<file path="config.mk">
export PLATFORM = sky130hd
export DESIGN_NAME = utf8_byte_sanitizer_top
export DESIGN_NICKNAME = d
export VERILOG_FILES = /design/src/rtl/ubs_pkg.sv /design/src/rtl/ubs_front.sv /design/src/rtl/ubs_engine.sv /design/src/rtl/ubs_out_queue.sv /design/src/rtl/utf8_byte_sanitizer_top.sv
export SDC_FILE = /design/constraint.sdc
export NUM_CORES = 1
export LEC_CHECK = 0
export BUFFER_PORTS_ARGS = -buffer_cell sky130_fd_sc_hd__buf_4
export CORE_MARGIN = 2
export CORE_UTILIZATION = 55
export CTS_CLUSTER_SIZE = 12
export DETAILED_ROUTE_END_ITERATION = 10
export GPL_TIMING_DRIVEN = 0
export MAX_ROUTING_LAYER = met4
export PLACE_DENSITY_LB_ADDON = 0.25
export SYNTH_ARGS = -nofsm -noshare
export SYNTH_HDL_FRONTEND = slang
export SYNTH_SLANG_ARGS = --single-unit
</file>
<file path="constraint.sdc">
create_clock -name clock -period 3.4 [get_ports clock]
set_clock_uncertainty 0.05 [all_clocks]
set_input_delay 0.51 -clock clock [delete_from_list [all_inputs] [get_ports clock]]
set_output_delay 0.51 -clock clock [all_outputs]
set_load 0.02 [all_outputs]
</file>
<file path="src/rtl/ubs_pkg.sv">
// Shared types, constants and the byte classifier for the UTF-8 byte sanitizer.
// Used by ubs_front, ubs_engine, ubs_out_queue and the top level.
// No dependencies.
`timescale 1ns / 1ps

package ubs_pkg;

   localparam int IN_DEPTH  = 2;
   localparam int IN_PTR_W  = $clog2(IN_DEPTH);
   localparam int IN_CNT_W  = $clog2(IN_DEPTH + 1);
   localparam int OUT_DEPTH = 4;
   localparam int OUT_PTR_W = $clog2(OUT_DEPTH);
   localparam int OUT_CNT_W = $clog2(OUT_DEPTH + 1);

   localparam logic [7:0] ASCII_LIMIT = 8'h80;
   localparam logic [7:0] CONT_LIMIT  = 8'hC0;
   localparam logic [7:0] MASK_LEAD2  = 8'hE0;
   localparam logic [7:0] MASK_LEAD3  = 8'hF0;
   localparam logic [7:0] MASK_LEAD4  = 8'hF8;
   localparam logic [7:0] CODE_LEAD2  = 8'hC0;
   localparam logic [7:0] CODE_LEAD3  = 8'hE0;
   localparam logic [7:0] CODE_LEAD4  = 8'hF0;
   localparam logic [7:0] REPL_BYTE0  = 8'hEF;
   localparam logic [7:0] REPL_BYTE1  = 8'hBF;
   localparam logic [7:0] REPL_BYTE2  = 8'hBD;

   typedef enum logic [2:0] {
      CLS_ASCII,
      CLS_LEAD2,
      CLS_LEAD3,
      CLS_LEAD4,
      CLS_BAD
   } byte_class_type;

   typedef struct packed {
      logic [7:0]     data;
      logic           last;
      byte_class_type cls;
   } in_item_type;

   typedef struct packed {
      logic [7:0]     data;
      byte_class_type cls;
   } win_entry_type;

   typedef struct packed {
      logic [7:0] out_byte;
      logic       run_end;
      logic       string_end;
   } rsp_item_type;

   function automatic byte_class_type classify(input logic [7:0] b);
      byte_class_type c;
      priority if (b < ASCII_LIMIT)             c = CLS_ASCII;
      else if ((b & MASK_LEAD2) == CODE_LEAD2)  c = CLS_LEAD2;
      else if ((b & MASK_LEAD3) == CODE_LEAD3)  c = CLS_LEAD3;
      else if ((b & MASK_LEAD4) == CODE_LEAD4)  c = CLS_LEAD4;
      else                                      c = CLS_BAD;
      return c;
   endfunction

   // continuation bytes a lead needs
   function automatic logic [1:0] followers(input byte_class_type c);
      logic [1:0] n;
      unique case (c)
         CLS_LEAD2: n = 2'd1;
         CLS_LEAD3: n = 2'd2;
         CLS_LEAD4: n = 2'd3;
         default:   n = 2'd0;
      endcase
      return n;
   endfunction

endpackage

</file>
<file path="src/rtl/ubs_front.sv">
// Front end: accepts request bytes, classifies them and queues them for the engine.
// Depends on ubs_pkg.
`timescale 1ns / 1ps

module ubs_front (
   input  logic                 clock,
   input  logic                 reset,
   input  logic                 push,
   output logic                 full,
   input  logic [7:0]           req_data_byte,
   input  logic                 req_string_last,
   output logic                 item_valid,
   output ubs_pkg::in_item_type item,
   input  logic                 item_take
);

   ubs_pkg::in_item_type                 mem_ff [ubs_pkg::IN_DEPTH];
   ubs_pkg::in_item_type                 wr_item;
   logic [ubs_pkg::IN_PTR_W-1:0]         wr_ptr_ff, wr_ptr_in;
   logic [ubs_pkg::IN_PTR_W-1:0]         rd_ptr_ff, rd_ptr_in;
   logic [ubs_pkg::IN_CNT_W-1:0]         count_ff, count_in;
   logic                                 do_push, do_pop;

   assign full       = (count_ff == ubs_pkg::IN_CNT_W'(ubs_pkg::IN_DEPTH));
   assign item_valid = (count_ff != '0);
   assign item       = mem_ff[rd_ptr_ff];
   assign do_push    = push && !full;
   assign do_pop     = item_take && item_valid;

   always_comb begin
      wr_item.data = req_data_byte;
      wr_item.last = req_string_last;
      wr_item.cls  = ubs_pkg::classify(req_data_byte);
      wr_ptr_in    = do_push ? wr_ptr_ff + 1'b1 : wr_ptr_ff;
      rd_ptr_in    = do_pop ? rd_ptr_ff + 1'b1 : rd_ptr_ff;
      count_in     = count_ff;
      if (do_push && !do_pop) begin
         count_in = count_ff + 1'b1;
      end else if (do_pop && !do_push) begin
         count_in = count_ff - 1'b1;
      end
   end

   always_ff @(posedge clock) begin
      if (do_push) begin
         mem_ff[wr_ptr_ff] <= wr_item;
      end
      if (reset) begin
         wr_ptr_ff <= '0;
         rd_ptr_ff <= '0;
         count_ff  <= '0;
      end else begin
         wr_ptr_ff <= wr_ptr_in;
         rd_ptr_ff <= rd_ptr_in;
         count_ff  <= count_in;
      end
   end

endmodule

</file>
<file path="src/rtl/ubs_engine.sv">
// Back end: byte window, sequence decisions, one byte out per cycle unless out_full.
// The last emitted byte waits in a hold register until the request's run end is known.
// Depends on ubs_pkg.
`timescale 1ns / 1ps

module ubs_engine (
   input  logic                  clock,
   input  logic                  reset,
   input  logic                  item_valid,
   input  ubs_pkg::in_item_type  item,
   output logic                  item_take,
   input  logic                  out_full,
   output logic                  out_push,
   output ubs_pkg::rsp_item_type out_item
);

   typedef enum logic [1:0] {
      REP_NONE,
      REP_BYTE1,
      REP_BYTE2
   } rep_phase_type;

   ubs_pkg::win_entry_type win_ff [4];
   ubs_pkg::win_entry_type win_in [4];
   ubs_pkg::win_entry_type pend_ff [3];
   ubs_pkg::win_entry_type pend_in [3];
   logic [1:0]    pcount_ff, pcount_in;
   logic [2:0]    n_ff, n_in;
   logic          last_ff, last_in;
   logic          busy_ff, busy_in;
   rep_phase_type rep_ff, rep_in;
   logic [1:0]    copy_ff, copy_in;
   logic [7:0]    hold_ff, hold_in;
   logic          hold_valid_ff, hold_valid_in;

   logic       emit_en, finish_en, shift_en, save_en, fail;
   logic [7:0] emit_byte;
   logic [1:0] need;
   logic [2:0] avail;

   always_comb begin
      need  = ubs_pkg::followers(win_ff[0].cls);
      avail = n_ff - 3'd1;
      fail  = 1'b0;
      for (int j = 1; j < 4; j++) begin
         if ((3'(j) <= avail) && (3'(j) <= {1'b0, need})) begin
            if (need == 2'd1) begin
               if (win_ff[j].data < ubs_pkg::ASCII_LIMIT ||
                   win_ff[j].data >= ubs_pkg::CONT_LIMIT) begin
                  fail = 1'b1;
               end
            end else if (win_ff[j].data < ubs_pkg::ASCII_LIMIT) begin
               fail = 1'b1;
            end
         end
      end
   end

   always_comb begin
      win_in        = win_ff;
      pend_in       = pend_ff;
      pcount_in     = pcount_ff;
      n_in          = n_ff;
      last_in       = last_ff;
      busy_in       = busy_ff;
      rep_in        = rep_ff;
      copy_in       = copy_ff;
      hold_in       = hold_ff;
      hold_valid_in = hold_valid_ff;
      item_take     = 1'b0;
      out_push      = 1'b0;
      out_item      = '0;
      emit_en       = 1'b0;
      emit_byte     = win_ff[0].data;
      finish_en     = 1'b0;
      shift_en      = 1'b0;
      save_en       = 1'b0;

      if (!busy_ff) begin
         if (item_valid) begin
            // window = held bytes followed by the new byte
            item_take = 1'b1;
            for (int i = 0; i < 4; i++) begin
               if (3'(i) < {1'b0, pcount_ff}) begin
                  win_in[i] = pend_ff[i < 3 ? i : 2];
               end else begin
                  win_in[i].data = item.data;
                  win_in[i].cls  = item.cls;
               end
            end
            n_in      = {1'b0, pcount_ff} + 3'd1;
            last_in   = item.last;
            busy_in   = 1'b1;
            rep_in    = REP_NONE;
            copy_in   = '0;
            pcount_in = '0;
         end
      end else if (!out_full) begin
         priority if (rep_ff == REP_BYTE1) begin
            emit_en   = 1'b1;
            emit_byte = ubs_pkg::REPL_BYTE1;
            rep_in    = REP_BYTE2;
         end else if (rep_ff == REP_BYTE2) begin
            emit_en   = 1'b1;
            emit_byte = ubs_pkg::REPL_BYTE2;
            rep_in    = REP_NONE;
            shift_en  = 1'b1;
         end else if (copy_ff != '0) begin
            // followers of an accepted sequence go out raw
            emit_en  = 1'b1;
            shift_en = 1'b1;
            copy_in  = copy_ff - 2'd1;
         end else if (n_ff == '0) begin
            finish_en = 1'b1;
         end else begin
            unique case (win_ff[0].cls)
               ubs_pkg::CLS_ASCII: begin
                  emit_en  = 1'b1;
                  shift_en = 1'b1;
               end
               ubs_pkg::CLS_BAD: begin
                  emit_en   = 1'b1;
                  emit_byte = ubs_pkg::REPL_BYTE0;
                  rep_in    = REP_BYTE1;
               end
               default: begin
                  if (fail) begin
                     emit_en   = 1'b1;
                     emit_byte = ubs_pkg::REPL_BYTE0;
                     rep_in    = REP_BYTE1;
                  end else if (avail >= {1'b0, need}) begin
                     emit_en  = 1'b1;
                     shift_en = 1'b1;
                     copy_in  = need;
                  end else if (last_ff) begin
                     emit_en   = 1'b1;
                     emit_byte = ubs_pkg::REPL_BYTE0;
                     rep_in    = REP_BYTE1;
                  end else begin
                     // incomplete sequence: keep it for the next request
                     save_en   = 1'b1;
                     finish_en = 1'b1;
                  end
               end
            endcase
         end
      end

      if (shift_en) begin
         for (int i = 0; i < 3; i++) begin
            win_in[i] = win_ff[i + 1];
         end
         n_in = n_ff - 3'd1;
      end

      if (save_en) begin
         for (int i = 0; i < 3; i++) begin
            pend_in[i] = win_ff[i];
         end
         pcount_in = n_ff[1:0];
      end

      if (emit_en) begin
         if (hold_valid_ff) begin
            out_push          = 1'b1;
            out_item.out_byte = hold_ff;
         end
         hold_in       = emit_byte;
         hold_valid_in = 1'b1;
      end

      if (finish_en) begin
         if (hold_valid_ff) begin
            out_push            = 1'b1;
            out_item.out_byte   = hold_ff;
            out_item.run_end    = 1'b1;
            out_item.string_end = last_ff;
         end
         hold_valid_in = 1'b0;
         busy_in       = 1'b0;
      end
   end

   always_ff @(posedge clock) begin
      win_ff  <= win_in;
      pend_ff <= pend_in;
      last_ff <= last_in;
      hold_ff <= hold_in;
      if (reset) begin
         pcount_ff     <= '0;
         n_ff          <= '0;
         busy_ff       <= 1'b0;
         rep_ff        <= REP_NONE;
         copy_ff       <= '0;
         hold_valid_ff <= 1'b0;
      end else begin
         pcount_ff     <= pcount_in;
         n_ff          <= n_in;
         busy_ff       <= busy_in;
         rep_ff        <= rep_in;
         copy_ff       <= copy_in;
         hold_valid_ff <= hold_valid_in;
      end
   end

endmodule

</file>
<file path="src/rtl/ubs_out_queue.sv">
// Result queue between the engine and the rsp_ ports.
// Depends on ubs_pkg.
`timescale 1ns / 1ps

module ubs_out_queue (
   input  logic                  clock,
   input  logic                  reset,
   input  logic                  in_push,
   input  ubs_pkg::rsp_item_type in_item,
   output logic                  in_full,
   input  logic                  pop,
   output logic                  empty,
   output ubs_pkg::rsp_item_type head
);

   ubs_pkg::rsp_item_type         mem_ff [ubs_pkg::OUT_DEPTH];
   logic [ubs_pkg::OUT_PTR_W-1:0] wr_ptr_ff, wr_ptr_in;
   logic [ubs_pkg::OUT_PTR_W-1:0] rd_ptr_ff, rd_ptr_in;
   logic [ubs_pkg::OUT_CNT_W-1:0] count_ff, count_in;
   logic                          do_push, do_pop;

   assign in_full = (count_ff == ubs_pkg::OUT_CNT_W'(ubs_pkg::OUT_DEPTH));
   assign empty   = (count_ff == '0);
   assign head    = mem_ff[rd_ptr_ff];
   assign do_push = in_push && !in_full;
   assign do_pop  = pop && !empty;

   always_comb begin
      wr_ptr_in = do_push ? wr_ptr_ff + 1'b1 : wr_ptr_ff;
      rd_ptr_in = do_pop ? rd_ptr_ff + 1'b1 : rd_ptr_ff;
      count_in  = count_ff;
      if (do_push && !do_pop) begin
         count_in = count_ff + 1'b1;
      end else if (do_pop && !do_push) begin
         count_in = count_ff - 1'b1;
      end
   end

   always_ff @(posedge clock) begin
      if (do_push) begin
         mem_ff[wr_ptr_ff] <= in_item;
      end
      if (reset) begin
         wr_ptr_ff <= '0;
         rd_ptr_ff <= '0;
         count_ff  <= '0;
      end else begin
         wr_ptr_ff <= wr_ptr_in;
         rd_ptr_ff <= rd_ptr_in;
         count_ff  <= count_in;
      end
   end

endmodule

</file>
<file path="src/rtl/utf8_byte_sanitizer_top.sv">
// Top level of the UTF-8 byte sanitizer: front queue, sequence engine, result queue.
// Depends on ubs_pkg, ubs_front, ubs_engine, ubs_out_queue.
//
//   channel   direction  handshake     payload
//   request   in         push / full   req_data_byte, req_string_last
//   response  out        pop / empty   rsp_out_byte, rsp_run_end, rsp_string_end
//
// The engine takes one request byte when idle, then emits one byte per cycle
// while out_full is low (three per replacement), then closes the request.
// A new request is taken only after closing; the engine loop sets the pace.
// Reset is synchronous and clears the queues and any held partial sequence.
// Either side may stall freely: both queues decouple it from the engine.
`timescale 1ns / 1ps

module utf8_byte_sanitizer_top (
   input  logic       clock,
   input  logic       reset,
   input  logic       push,
   output logic       full,
   input  logic [7:0] req_data_byte,
   input  logic       req_string_last,
   output logic       empty,
   input  logic       pop,
   output logic [7:0] rsp_out_byte,
   output logic       rsp_run_end,
   output logic       rsp_string_end
);

   logic                  item_valid, item_take, out_full, out_push;
   ubs_pkg::in_item_type  item;
   ubs_pkg::rsp_item_type out_item, head;

   ubs_front u_front (
      .clock           (clock),
      .reset           (reset),
      .push            (push),
      .full            (full),
      .req_data_byte   (req_data_byte),
      .req_string_last (req_string_last),
      .item_valid      (item_valid),
      .item            (item),
      .item_take       (item_take)
   );

   ubs_engine u_engine (
      .clock      (clock),
      .reset      (reset),
      .item_valid (item_valid),
      .item       (item),
      .item_take  (item_take),
      .out_full   (out_full),
      .out_push   (out_push),
      .out_item   (out_item)
   );

   ubs_out_queue u_out_queue (
      .clock   (clock),
      .reset   (reset),
      .in_push (out_push),
      .in_item (out_item),
      .in_full (out_full),
      .pop     (pop),
      .empty   (empty),
      .head    (head)
   );

   assign rsp_out_byte   = head.out_byte;
   assign rsp_run_end    = head.run_end;
   assign rsp_string_end = head.string_end;

endmodule
</file>
==> flow_metrics.tcl <==
set metrics [dict create \
    antenna_found_initial 0 \
    cp_max_fo 17 \
    cts_buffers 17 \
    status "finished clean" \
    track_usage 0.201 \
    setup_violations 0 \
    synth_compound_area_frac 0.118 \
    p_leak_nw 2.98 \
    cts_tree "done" \
    seqPwrFrac 0.478 \
    clockPowerShare 0.275 \
    dr.pass1.iters 5 \
    core_um2 13100 \
    yosys_warnings 0 \
    yosys.area_share.xor_xnor 0.0107 \
    slew_headroom 0.196 \
    synth_top_family_by_area "compound AO/OA/AOI/OAI gates" \
    synth_area_um2 7370 \
    synth-edff-count 150 \
    ys_ff_latch 175 \
    whs_ns 0.225 \
    rsz0062_at_grt "no" \
    synth_fp_nets 547 \
    synthArstFlopShare 0 \
    synthAdderAreaFrac 0.0265 \
    peakVddDrop_uv 419 \
    path_clk_slew_ns 0.06 \
    vias 4313 \
    p_int_mw 4.72 \
    clockBufferDepth 2 \
    period_share 0.958 \
    startpoint_type "register" \
    row_count 42 \
    final_hold_viol_count 0 \
    p_sw_frac 0.300 \
    drt-initial-drc-count 331 \
    fmax_mhz 307 \
    htreeDepth 4 \
    synth_flop_cell "edfxtp_1" \
    p_comb_frac 0.247 \
    hp-class "input pin to register" \
    critPathKind "register to register" \
    drc 0 \
    drv_cap 0 \
    p_switching_mw 2.03 \
    die_w_um 120 \
    wl_per_cell_um 17.7 \
    cts_hold_buf 0 \
    crit_arrival_ns 3.35 \
    dpl.hpwl_um 8970 \
    min_period_ns 3.26 \
    area_delta_synth_final_pct 13.4 \
    diodes 0 \
    synth_cell_types 53 \
    start_util 0.561 \
    maxSlewViolCount 0 \
    netlist_instances 519 \
    clock_latency_ns 0.42 \
    numPlacedInstances 719 \
    worst_slew_pin_slew_ns 1.21 \
    cts_setup_buffers 0 \
    grt_pass1_vias 4225 \
    synth_mux_area_frac 0.0525 \
    clock-sinks 175 \
    final_common_cell "edfxtp_1" \
    critPathCaptureType "register" \
    boundaryPins 25 \
    cp.required_ns 3.49 \
    place.port_buffers 24 \
    yosys.area_share.simple 0.0797 \
    gr-total-overflow 0 \
    layout.cells.non_filler 752 \
    wirelength_um 13300 \
    die-area_um2 14300 \
    grt_pass1_wl_um 21300 \
    ant_nets 0 \
    grt_max_degree 36 \
    yosysSeqAreaShare 0.679 \
    layout-drive-gt1-share 0.146 \
    synth.avg_cell_area_um2 14.2 \
    layout_common_cells "edfxtp_1 (150), nand2_1 (34), a22o_1 (34)" \
    gp_congestion 0.844 \
    fin_nets 591 \
    vias_per_cell 5.74 \
    pwr_density_cell_nw_per_um2 808 \
    die_y_um 120 \
    cts_root_buffer "clkbuf_16" \
]
[power by group through the flow]
stage / sequential [mW] / clock (mW) / combinational (mW)
5_1_grt: 3.27 / 1.96 / 1.85
3_5_place_dp: 3.27 / 0 / 1.64
3_3_place_gp: 3.24 / 0 / 1.59
6_report: 3.23 / 1.85 / 1.67
2_1_floorplan: 3.18 / 0 / 1.22
4_1_cts: 3.22 / 1.88 / 1.66
[routing by layer]
layer / part of all wire / GRT usage
met1: 0.44 / 0.249
met2: 0.50 / 0.333
met3: 0.040 / 0.0347
met4: 0.016 / 0.0809
met5: 0 / -
[area by class of cell]
type	instances	area, um2
Fill cell	966	4790
Tap cell	176	220
Clock buffer	17	425
Sequential cell	175	5000
Clock inverter	15	145
Inverter	31	116
Timing Repair Buffer	24	180
Buffer	26	128
Multi-Input combinational cell	288	2130
[path summary, 6_finish.rpt]
check,to,slack (ns),cells past startpoint,startpoint
max reg2reg,u_engine.win_ff[21],0.14,10,u_engine.n_ff[0]
max,u_engine.win_ff[21],0.14,10,u_engine.n_ff[0]
min,u_front.mem_ff[1][4],0.23,1,req_data_byte[0]
min reg2reg,u_engine.pend_ff[28],0.40,0,u_engine.win_ff[39]
[flip-flops by register name, indices dropped and copies added (netlist names), named ones only]
name / cells
u_engine.busy_ff: 1
u_engine.copy_ff: 2
u_engine.hold_ff: 8
u_engine.hold_valid_ff: 1
u_engine.last_ff: 1
u_engine.n_ff: 3
u_engine.pcount_ff: 2
u_engine.pend_ff: 33
u_engine.rep_ff: 2
u_engine.win_ff: 44
u_front.count_ff: 2
u_front.mem_ff: 24
u_front.rd_ptr_ff: 1
u_front.wr_ptr_ff: 1
u_out_queue.count_ff: 3
u_out_queue.mem_ff: 40
u_out_queue.rd_ptr_ff: 2
u_out_queue.wr_ptr_ff: 2
[cells by family after synthesis]
logic type | count (synthesis)
DFF | 175
xor gates and xnor gates | 9
and+or+nand+nor | 120
buffers and inverters | 57
muxes | 26
AOI/OAI and AO/OA | 117
adders and majority gates | 15
[through the flow]
| step | utilization | setup slack [ns] | total power, mW | cell area [um2] | TNS, ns |
|---|---|---|---|---|---|
| after floorplan | - | 0.106 | 4.39 | 7370 | 0 |
| after global placement | 0.591 | -0.486 | 4.84 | 7770 | -28.01 |
| after detailed placement | 0.591 | -0.154 | 4.91 | 7770 | -5.03 |
| after CTS | 0.635 | 0.0766 | 6.76 | 8340 | 0 |
| after global routing | 0.636 | 0.00468 | 7.07 | 8350 | 0 |
| final | 0.636 | 0.144 | 6.75 | 8350 | 0 |
[synthesized netlist by cell type (10+ instances only)]
master,number,area share
inv_1,29,0.015
a21oi_1,19,0.013
and3_1,15,0.013
ha_1,14,0.024
o21ai_0,29,0.020
a22o_1,34,0.040
nor2_1,31,0.016
nand2_1,34,0.017
mux2i_1,15,0.020
clkbuf_1,16,0.0082
mux4_2,10,0.031
dfxtp_1,25,0.068
edfxtp_1,150,0.61
[critical path: stages, from the launching register on]
cell and delay [ns]:
dfxtp_1 0.46, inv_1 0.12, ha_1 0.22, ha_1 0.32, and3_1 0.22, a2111oi_4 0.44, and4bb_4 0.28, o21a_1 0.20
buf_6 0.16, buf_6 0.16, or2_4 0.34
[timing repair]
item                                   CTS  global route
pin swaps                                0             0
gates resized for setup                  1             2
cloned                                   0             1
endpoints found under the hold margin    0             0
setup endpoints to repair               33            67
Power figures use the tool's default switching activity.
